File: src/msdac_pkg.sv
// Shared types, constants and the sine table for the microstep DAC serializer.
// No dependencies; every other file in src refers to this package by scoped names.
package msdac_pkg;

    localparam int FRAME_BITS   = 16;
    localparam int IDX_W        = 4;
    localparam int BYTE_W       = 8;
    localparam int ENTRY_W      = 14;
    localparam int PROD_W       = ENTRY_W + BYTE_W;
    localparam int AMP_W        = 10;
    localparam int QUEUE_DEPTH  = 4;

    localparam logic [AMP_W-1:0]  AMP_RESET   = 10'd100;
    localparam logic [BYTE_W-1:0] SCALE_RESET = 8'd42;
    localparam logic [BYTE_W-1:0] SCALE_MAX   = 8'd255;

    // floor(y / 40) = (y * 52429) >> 21, exact for y < 2^15
    localparam int SCALE_PROD_W = 31;
    localparam int SCALE_SHIFT  = 21;
    localparam logic [15:0] SCALE_RECIP = 16'd52429;

    // floor(x / 10000) = (x * 6871948) >> 36, exact for x < 2^22
    localparam int UNIT_PROD_W = 45;
    localparam int UNIT_SHIFT  = 36;
    localparam logic [22:0] UNIT_RECIP = 23'd6871948;

    localparam logic [IDX_W-1:0] PEAK_IDX   = 4'd8;
    localparam logic [IDX_W-1:0] COS_OFFSET = 4'd8;
    localparam logic [IDX_W-1:0] LAST_BIT   = 4'd15;

    typedef enum logic [1:0] {
        OP_MICROSTEP = 2'd0,
        OP_RAW_PAIR  = 2'd1,
        OP_FULL      = 2'd2
    } t_op;

    typedef struct packed {
        logic                  valid;
        logic [FRAME_BITS-1:0] word;
    } t_word_xfer;

    // Half-wave sine in units of 1/10000; cosine is the same table offset by 8.
    function automatic logic [ENTRY_W-1:0] sine_entry(input logic [IDX_W-1:0] idx);
        logic [ENTRY_W-1:0] v;
        case (idx)
            4'd0:    v = 14'd0;
            4'd1:    v = 14'd1951;
            4'd2:    v = 14'd3827;
            4'd3:    v = 14'd5556;
            4'd4:    v = 14'd7071;
            4'd5:    v = 14'd8315;
            4'd6:    v = 14'd9239;
            4'd7:    v = 14'd9808;
            4'd8:    v = 14'd10000;
            4'd9:    v = 14'd9808;
            4'd10:   v = 14'd9239;
            4'd11:   v = 14'd8315;
            4'd12:   v = 14'd7071;
            4'd13:   v = 14'd5556;
            4'd14:   v = 14'd3827;
            4'd15:   v = 14'd1951;
            default: v = 14'd0;
        endcase
        return v;
    endfunction

endpackage

File: src/msdac_front.sv
// Front end: amplitude register, request decode and three-stage word builder.
// Depends on msdac_pkg; feeds msdac_queue.
module msdac_front (
    input  logic                                i_clk,
    input  logic                                i_rst_n,
    input  logic                                i_cfg_valid,
    input  logic [msdac_pkg::AMP_W-1:0]         i_cfg_amplitude,
    input  logic                                i_push,
    input  logic [1:0]                          i_operation,
    input  logic [7:0]                          i_step,
    input  logic [7:0]                          i_raw_a,
    input  logic [7:0]                          i_raw_b,
    input  logic                                i_q_full,
    output logic                                o_full,
    output msdac_pkg::t_word_xfer               o_wr
);

    logic [msdac_pkg::AMP_W-1:0]  r_amplitude;
    logic [msdac_pkg::BYTE_W-1:0] r_scale, n_scale;
    logic [14:0]                  scale_num;
    logic [msdac_pkg::SCALE_PROD_W-1:0] scale_prod;

    logic                             en;
    logic                             accept;

    // stage 1: decoded request
    logic                             r_v1, n_v1;
    logic                             r_raw1, n_raw1;
    logic [msdac_pkg::IDX_W-1:0]      r_ia1, n_ia1, r_ib1, n_ib1;
    logic [msdac_pkg::FRAME_BITS-1:0] r_rw1, n_rw1;

    // stage 2: entry * scale
    logic                             r_v2, r_raw2;
    logic [msdac_pkg::PROD_W-1:0]     r_pa2, r_pb2;
    logic [msdac_pkg::FRAME_BITS-1:0] r_rw2;

    // stage 3: finished word
    logic                             r_v3;
    logic [msdac_pkg::FRAME_BITS-1:0] r_word3;

    logic [msdac_pkg::UNIT_PROD_W-1:0] qa_prod, qb_prod;

    assign en     = !(r_v3 && i_q_full);
    assign o_full = !en;
    assign accept = i_push && en;

    // scale = min(255, floor(amplitude * 17 / 40))
    assign scale_num  = {r_amplitude, 4'b0} + 15'(r_amplitude);
    assign scale_prod = msdac_pkg::SCALE_PROD_W'(scale_num)
                        * msdac_pkg::SCALE_PROD_W'(msdac_pkg::SCALE_RECIP);

    always_comb begin
        if (scale_prod[msdac_pkg::SCALE_PROD_W-1:msdac_pkg::SCALE_SHIFT] > 10'(msdac_pkg::SCALE_MAX)) begin
            n_scale = msdac_pkg::SCALE_MAX;
        end else begin
            n_scale = scale_prod[msdac_pkg::SCALE_SHIFT +: msdac_pkg::BYTE_W];
        end
    end

    always_ff @(posedge i_clk) begin
        if (!i_rst_n) begin
            r_amplitude <= msdac_pkg::AMP_RESET;
            r_scale     <= msdac_pkg::SCALE_RESET;
        end else begin
            if (i_cfg_valid) begin
                r_amplitude <= i_cfg_amplitude;
            end
            r_scale <= n_scale;
        end
    end

    // Decode: table index pair or raw bytes; unused code drops the request.
    always_comb begin
        n_v1   = accept;
        n_raw1 = 1'b0;
        n_ia1  = i_step[3:0];
        n_ib1  = i_step[3:0] + msdac_pkg::COS_OFFSET;
        n_rw1  = {i_raw_a, i_raw_b};
        case (i_operation)
            msdac_pkg::OP_MICROSTEP: begin
            end
            msdac_pkg::OP_RAW_PAIR: begin
                n_raw1 = 1'b1;
            end
            msdac_pkg::OP_FULL: begin
                n_ia1 = msdac_pkg::PEAK_IDX;
                n_ib1 = msdac_pkg::PEAK_IDX;
            end
            default: begin
                n_v1 = 1'b0;
            end
        endcase
    end

    always_ff @(posedge i_clk) begin
        if (!i_rst_n) begin
            r_v1 <= 1'b0;
            r_v2 <= 1'b0;
            r_v3 <= 1'b0;
        end else if (en) begin
            r_v1 <= n_v1;
            r_v2 <= r_v1;
            r_v3 <= r_v2;
        end
    end

    assign qa_prod = msdac_pkg::UNIT_PROD_W'(r_pa2) * msdac_pkg::UNIT_PROD_W'(msdac_pkg::UNIT_RECIP);
    assign qb_prod = msdac_pkg::UNIT_PROD_W'(r_pb2) * msdac_pkg::UNIT_PROD_W'(msdac_pkg::UNIT_RECIP);

    always_ff @(posedge i_clk) begin
        if (en) begin
            r_raw1 <= n_raw1;
            r_ia1  <= n_ia1;
            r_ib1  <= n_ib1;
            r_rw1  <= n_rw1;

            r_raw2 <= r_raw1;
            r_rw2  <= r_rw1;
            r_pa2  <= msdac_pkg::PROD_W'(msdac_pkg::sine_entry(r_ia1)) * msdac_pkg::PROD_W'(r_scale);
            r_pb2  <= msdac_pkg::PROD_W'(msdac_pkg::sine_entry(r_ib1)) * msdac_pkg::PROD_W'(r_scale);

            if (r_raw2) begin
                r_word3 <= r_rw2;
            end else begin
                r_word3 <= {qa_prod[msdac_pkg::UNIT_SHIFT +: msdac_pkg::BYTE_W],
                            qb_prod[msdac_pkg::UNIT_SHIFT +: msdac_pkg::BYTE_W]};
            end
        end
    end

    assign o_wr.valid = r_v3 && !i_q_full;
    assign o_wr.word  = r_word3;

endmodule

File: src/msdac_queue.sv
// Small word queue between the word builder and the serializer.
// Depends on msdac_pkg for the transfer struct.
module msdac_queue #(
    parameter int DEPTH = msdac_pkg::QUEUE_DEPTH
) (
    input  logic                  i_clk,
    input  logic                  i_rst_n,
    input  msdac_pkg::t_word_xfer i_wr,
    output logic                  o_full,
    input  logic                  i_rd,
    output msdac_pkg::t_word_xfer o_rd
);

    localparam int PTR_W = (DEPTH > 1) ? $clog2(DEPTH) : 1;
    localparam int CNT_W = $clog2(DEPTH + 1);
    localparam logic [PTR_W-1:0] PTR_LAST = PTR_W'(DEPTH - 1);

    logic [msdac_pkg::FRAME_BITS-1:0] r_mem [DEPTH];
    logic [PTR_W-1:0] r_wp, n_wp, r_rp, n_rp;
    logic [CNT_W-1:0] r_cnt, n_cnt;
    logic             wr_en, rd_en;

    assign o_full     = (r_cnt == CNT_W'(DEPTH));
    assign wr_en      = i_wr.valid && !o_full;
    assign rd_en      = i_rd && (r_cnt != '0);
    assign o_rd.valid = (r_cnt != '0);
    assign o_rd.word  = r_mem[r_rp];

    always_comb begin
        n_wp  = (r_wp == PTR_LAST) ? '0 : r_wp + PTR_W'(1);
        n_rp  = (r_rp == PTR_LAST) ? '0 : r_rp + PTR_W'(1);
        n_cnt = r_cnt + CNT_W'(wr_en) - CNT_W'(rd_en);
    end

    always_ff @(posedge i_clk) begin
        if (!i_rst_n) begin
            r_wp  <= '0;
            r_rp  <= '0;
            r_cnt <= '0;
        end else begin
            if (wr_en) begin
                r_wp <= n_wp;
            end
            if (rd_en) begin
                r_rp <= n_rp;
            end
            r_cnt <= n_cnt;
        end
    end

    always_ff @(posedge i_clk) begin
        if (wr_en) begin
            r_mem[r_wp] <= i_wr.word;
        end
    end

endmodule

File: src/msdac_back.sv
// Back end: shifts one queued word out MSB first, one bit per transaction.
// Depends on msdac_pkg; reads from msdac_queue.
module msdac_back (
    input  logic                                i_clk,
    input  logic                                i_rst_n,
    input  msdac_pkg::t_word_xfer               i_q,
    output logic                                o_q_rd,
    input  logic                                i_pop,
    output logic                                o_empty,
    output logic                                o_data_bit,
    output logic [msdac_pkg::IDX_W-1:0]         o_bit_index,
    output logic [msdac_pkg::FRAME_BITS-1:0]    o_frame_word,
    output logic                                o_last
);

    logic                             r_busy;
    logic [msdac_pkg::IDX_W-1:0]      r_idx;
    logic [msdac_pkg::FRAME_BITS-1:0] r_word;
    logic                             advance, done;

    assign advance = r_busy && i_pop;
    assign done    = advance && (r_idx == msdac_pkg::LAST_BIT);
    assign o_q_rd  = i_q.valid && (!r_busy || done);

    always_ff @(posedge i_clk) begin
        if (!i_rst_n) begin
            r_busy <= 1'b0;
            r_idx  <= '0;
        end else if (o_q_rd) begin
            r_busy <= 1'b1;
            r_idx  <= '0;
        end else if (done) begin
            r_busy <= 1'b0;
        end else if (advance) begin
            r_idx <= r_idx + msdac_pkg::IDX_W'(1);
        end
    end

    always_ff @(posedge i_clk) begin
        if (o_q_rd) begin
            r_word <= i_q.word;
        end
    end

    assign o_empty      = !r_busy;
    assign o_data_bit   = r_word[~r_idx];
    assign o_bit_index  = r_idx;
    assign o_frame_word = r_word;
    assign o_last       = (r_idx == msdac_pkg::LAST_BIT);

endmodule

File: src/microstep_sine_cosine_dac_serializer.sv
// Microstep sine/cosine DAC serializer, top level; depends on msdac_pkg, msdac_front,
// msdac_queue, msdac_back.
// The first bit of a word reaches the result ports from the accepting edge through builder
// stages 2 and 3, the queue write and the serializer load.
// Throughput: one word per 16 result transactions, set by the one-bit-per-pop shifter;
// the front keeps accepting until the queue backs up. Reset: amplitude 100, all empty.
module microstep_sine_cosine_dac_serializer #(
    parameter int QUEUE_DEPTH = msdac_pkg::QUEUE_DEPTH
) (
    input  logic                                i_clk,
    input  logic                                i_rst_n,

    // amplitude register write transaction
    input  logic                                i_cfg_valid,
    output logic                                o_cfg_ready,
    input  logic [msdac_pkg::AMP_W-1:0]         i_cfg_amplitude,

    // request side
    input  logic                                push,
    output logic                                full,
    input  logic [1:0]                          i_operation,
    input  logic [7:0]                          i_step,
    input  logic [7:0]                          i_raw_a,
    input  logic [7:0]                          i_raw_b,

    // serial bit side
    output logic                                empty,
    input  logic                                pop,
    output logic                                o_data_bit,
    output logic [3:0]                          o_bit_index,
    output logic [15:0]                         o_frame_word,
    output logic                                o_last
);

    msdac_pkg::t_word_xfer wr_xfer;
    msdac_pkg::t_word_xfer rd_xfer;
    logic                  q_full;
    logic                  q_rd;

    // Register write is always taken; the scale byte is registered from it in the next cycle.
    assign o_cfg_ready = 1'b1;

    // Front: decode, entry * scale, divide by 10000 via reciprocal, pack A:B.
    msdac_front u_front (
        .i_clk           (i_clk),
        .i_rst_n         (i_rst_n),
        .i_cfg_valid     (i_cfg_valid),
        .i_cfg_amplitude (i_cfg_amplitude),
        .i_push          (push),
        .i_operation     (i_operation),
        .i_step          (i_step),
        .i_raw_a         (i_raw_a),
        .i_raw_b         (i_raw_b),
        .i_q_full        (q_full),
        .o_full          (full),
        .o_wr            (wr_xfer)
    );

    // Decoupling queue of finished words.
    msdac_queue #(
        .DEPTH (QUEUE_DEPTH)
    ) u_queue (
        .i_clk   (i_clk),
        .i_rst_n (i_rst_n),
        .i_wr    (wr_xfer),
        .o_full  (q_full),
        .i_rd    (q_rd),
        .o_rd    (rd_xfer)
    );

    // Back: MSB-first shifter; the next word loads on the pop of the last bit.
    msdac_back u_back (
        .i_clk        (i_clk),
        .i_rst_n      (i_rst_n),
        .i_q          (rd_xfer),
        .o_q_rd       (q_rd),
        .i_pop        (pop),
        .o_empty      (empty),
        .o_data_bit   (o_data_bit),
        .o_bit_index  (o_bit_index),
        .o_frame_word (o_frame_word),
        .o_last       (o_last)
    );

endmodule

File: config.mk
export PLATFORM = sky130hd
export DESIGN_NAME = microstep_sine_cosine_dac_serializer
export DESIGN_NICKNAME = d
export VERILOG_FILES = /design/src/msdac_pkg.sv /design/src/msdac_front.sv /design/src/msdac_queue.sv /design/src/msdac_back.sv /design/src/microstep_sine_cosine_dac_serializer.sv
export SDC_FILE = /design/constraint.sdc
export NUM_CORES = 2
export LEC_CHECK = 0
export ABC_AREA = 0
export BUFFER_PORTS_ARGS = -buffer_cell sky130_fd_sc_hd__buf_2
export CAP_MARGIN = 20
export CORE_AREA = 5 5 528 269
export CTS_CLUSTER_SIZE = 8
export DETAILED_ROUTE_END_ITERATION = 8
export DIE_AREA = 0 0 533 274
export GPL_ROUTABILITY_DRIVEN = 0
export PLACE_DENSITY = 0.38
export SLEW_MARGIN = 15
export SYNTH_ARGS = -nofsm -noshare
export SYNTH_HDL_FRONTEND = slang
export SYNTH_SLANG_ARGS = --single-unit
export TNS_END_PERCENT = 100
File: constraint.sdc
create_clock -name i_clk -period 8.92 [get_ports i_clk]
set_input_delay 0.892 -clock i_clk [delete_from_list [all_inputs] [get_ports i_clk]]
set_output_delay 0.892 -clock i_clk [all_outputs]
set_load 0.05 [all_outputs]
==> flow_metrics.py <==
metrics = {
    "critical_path": {
        "critPathRequiredTime_ps": 9230,
        "cpMaxStageDelayCell": "fa_1",
        "critPathKind": "flop to flop",
        "critical_path.endpoint_type": "flop",
        "r2r_setup_slack_ps": 1440,
        "cp_cell_sequence": "ha_1 -> inv_1 -> fa_1 -> fa_1 -> inv_1 -> fa_1 -> inv_1 -> fa_1 -> inv_1 -> fa_1 -> fa_1 -> ha_1 -> a211oi_1 -> o211ai_1 -> a21oi_1 -> o211ai_1 -> a21oi_1 -> o21ai_1 -> a221o_1 -> xnor2_1 -> o21ai_1",
        "slowest_delay_ps": 550,
        "path_common_cell": "fa_1",
        "cp-start-kind": "flop",
        "arrival_ps": 7790,
        "worstPathMaxFanout": 6,
    },
    "hold_path": {
        "holdCritPathClass": "flop to flop",
    },
    "sta": {
        "setup_viol": 0,
        "hold_viol": 0,
        "period_share_pct": 83.8,
        "hold_slack_ps": 416,
        "tightest_slew_ps": 1080,
        "fin_tns_setup_ps": 0,
        "slew_headroom_pct": 27.7,
        "fmax_ghz": 0.134,
        "final.setup_skew_ps": 20.6,
        "final_max_slew_viol_count": 0,
        "rsz0062_at_grt": "false",
        "fin_crit_ps": 7480,
    },
    "synth": {
        "synth_top_family_by_area": "adder cells",
        "synth_xor_area_share_pct": 2.06,
        "avgSynthCellArea_um2": 10.8,
        "synth_simple_gate_area_share_pct": 7.18,
        "synth_area_leaders": "fa_1 33%, ha_1 22%, edfxtp_1 16%",
        "synth.cell_area_um2": 34000,
        "synthMuxAreaShare_pct": 1.95,
        "yosys_warnings": 0,
        "async_reset_ff_share_pct": 0,
        "synth_compound_area_share_pct": 5.52,
        "synth_fa_ha_area_share_pct": 54.6,
        "synth_seq_area_share_pct": 19.3,
        "synthCells": 3134,
        "synth_top_cell_by_area": "fa_1",
        "synth_cell_types": 65,
        "ys.flop_type": "edfxtp_1",
        "synth_seq_cells": 238,
        "syn_nets": 4325,
        "synth_top_area_share_pct": 32.8,
        "synth_edf_count": 179,
    },
    "final_layout": {
        "final_common_cell": "inv_1",
        "syn_to_final_growth_pct": 10.9,
        "nets": 4398,
        "finalNonFillerCells": 5044,
        "drive_gt1_share_pct": 4.80,
        "fillers": 14300,
        "final_cell_mix": "808 x inv_1, 593 x ha_1, 557 x fa_1, 179 x edfxtp_1, 177 x nand2_1",
    },
    "global_routing": {
        "antenna_found_initial": 2,
        "grt_pass1_vias": 24000,
        "globalRouteOverflowTotal": 0,
        "grt_use_total_pct": 12.3,
        "grt_pass1_wl_um": 141000,
        "grt_max_degree": 67,
    },
    "clock_network": {
        "numCtsBuffers": 37,
        "ctsResizeCount": 0,
        "h-tree-depth": 2,
        "cts.sinks": 238,
        "cts_tree": "yes",
        "worst_skew_pair.late_latency_ps": 580,
        "post-cts-setup-buffers": 0,
        "ctsHoldBuffers": 0,
        "clock_path_buffers": 3,
        "root_buffer": "clkbuf_16",
        "clk_pin_slew_ps": 50,
    },
    "die": {
        "die_w_um": 533,
        "num_rows": 96,
        "initial_core_util_pct": 24.9,
        "io-pin-count": 66,
        "core-area_um2": 136000,
        "dieArea_um2": 146000,
        "fp.dieH_um": 274,
    },
    "detailed_routing": {
        "antenna_left": 0,
        "drt-pass1-iter-count": 5,
        "routed_wl_um": 86600,
        "via_per_inst": 4.16,
        "drt_iter0_drc": 762,
        "vias": 21000,
        "drc": 0,
        "wl_per_cell_um": 17.2,
    },
    "place": {
        "placed_cells": 4981,
        "portBuffers": 60,
        "hpwlAfterDp_um": 74000,
    },
    "run": {
        "drv_cap": 0,
    },
    "outcome": {
        "status": "finished clean",
    },
}
-- synthesized netlist by cell type (7+ instances only) --
library cell  number
a211oi_1          15
a21boi_1           8
a21o_1            25
a21oi_1           71
a31oi_1            9
and2_1           119
and3_1            13
clkbuf_1          34
dfxtp_1           59
edfxtp_1         179
fa_1             557
ha_1             593
inv_1            808
mux2i_1           19
mux4_2            21
nand2_1          177
nand2b_1          11
nand3_1           27
nand4_1           13
nor2_1            73
nor2b_1           28
nor3_1            16
o211ai_1          13
o21a_1            14
o21ai_0           42
o21ai_1           16
o21bai_1           7
o31ai_1            8
or3_1              7
xnor2_1           56
xor2_1            24
-- through the flow --
step                      area (um2)  worst slack, ps  utilization [%]
final                          37700             1440             27.6
after global routing           37700              968             27.6
after CTS                      37700             1440             27.6
after detailed placement       36500             1510             26.8
after global placement         36500             1440             26.8
after floorplan                34000             2410                -
-- metal layers --
metal  track usage, %  wire, um
met1             17.7     43600
met2             20.4     39600
met3             1.53      2490
met4             1.58       892
met5                0         0
-- critical path: cells and delay by family, from the launching register on --
kind                       cells  cell delay, ps
adders and majority gates      8            3870
buffers and inverters          4             340
DFF                            1             520
AOI/OAI and AO/OA              8            2040
xor gates and xnor gates       1             430
-- worst paths after layout --
kind	from	endpoint	cells after the start
setup / recovery	u_front.r_pa2[13]$_DFFE_PN_	u_front.r_word3[15]$_DFFE_PN_	21
hold / removal	u_front.r_rw1[15]$_DFFE_PN_	u_front.r_rw2[15]$_DFFE_PN_	0
hold reg to reg	u_front.r_rw1[15]$_DFFE_PN_	u_front.r_rw2[15]$_DFFE_PN_	0
setup reg to reg	u_front.r_pa2[13]$_DFFE_PN_	u_front.r_word3[15]$_DFFE_PN_	21
-- layout make-up --
type / instances / area [um2] / share of cell area [%]
Multi-Input combinational cell: 2048 / 24300 / 64.4
Tap cell: 1813 / 2270 / 6.02
Timing Repair Buffer: 73 / 405 / 1.08
Sequential cell: 238 / 6560 / 17.4
Clock buffer: 56 / 1020 / 2.70
Inverter: 809 / 3040 / 8.06
Clock inverter: 6 / 133 / 0.352
Antenna cell: 1 / 2.50 / 0.00664
-- logic make-up (layout without fill, tap and decap cells) --
| logic type | Yosys count | after routing |
|---|---|---|
| XOR/XNOR | 80 | 80 |
| flip-flops | 238 | 238 |
| AND/OR/NAND/NOR | 496 | 496 |
| multiplexers | 40 | 40 |
| buffers and inverters | 848 | 944 |
| other | 1 | 2 |
| AO/OA/AOI/OAI | 281 | 281 |
| adder cells (fa/ha/maj) | 1150 | 1150 |
Power is not shown: default switching activity piles up to over one toggle a cycle in this logic, so the estimate is an artifact.
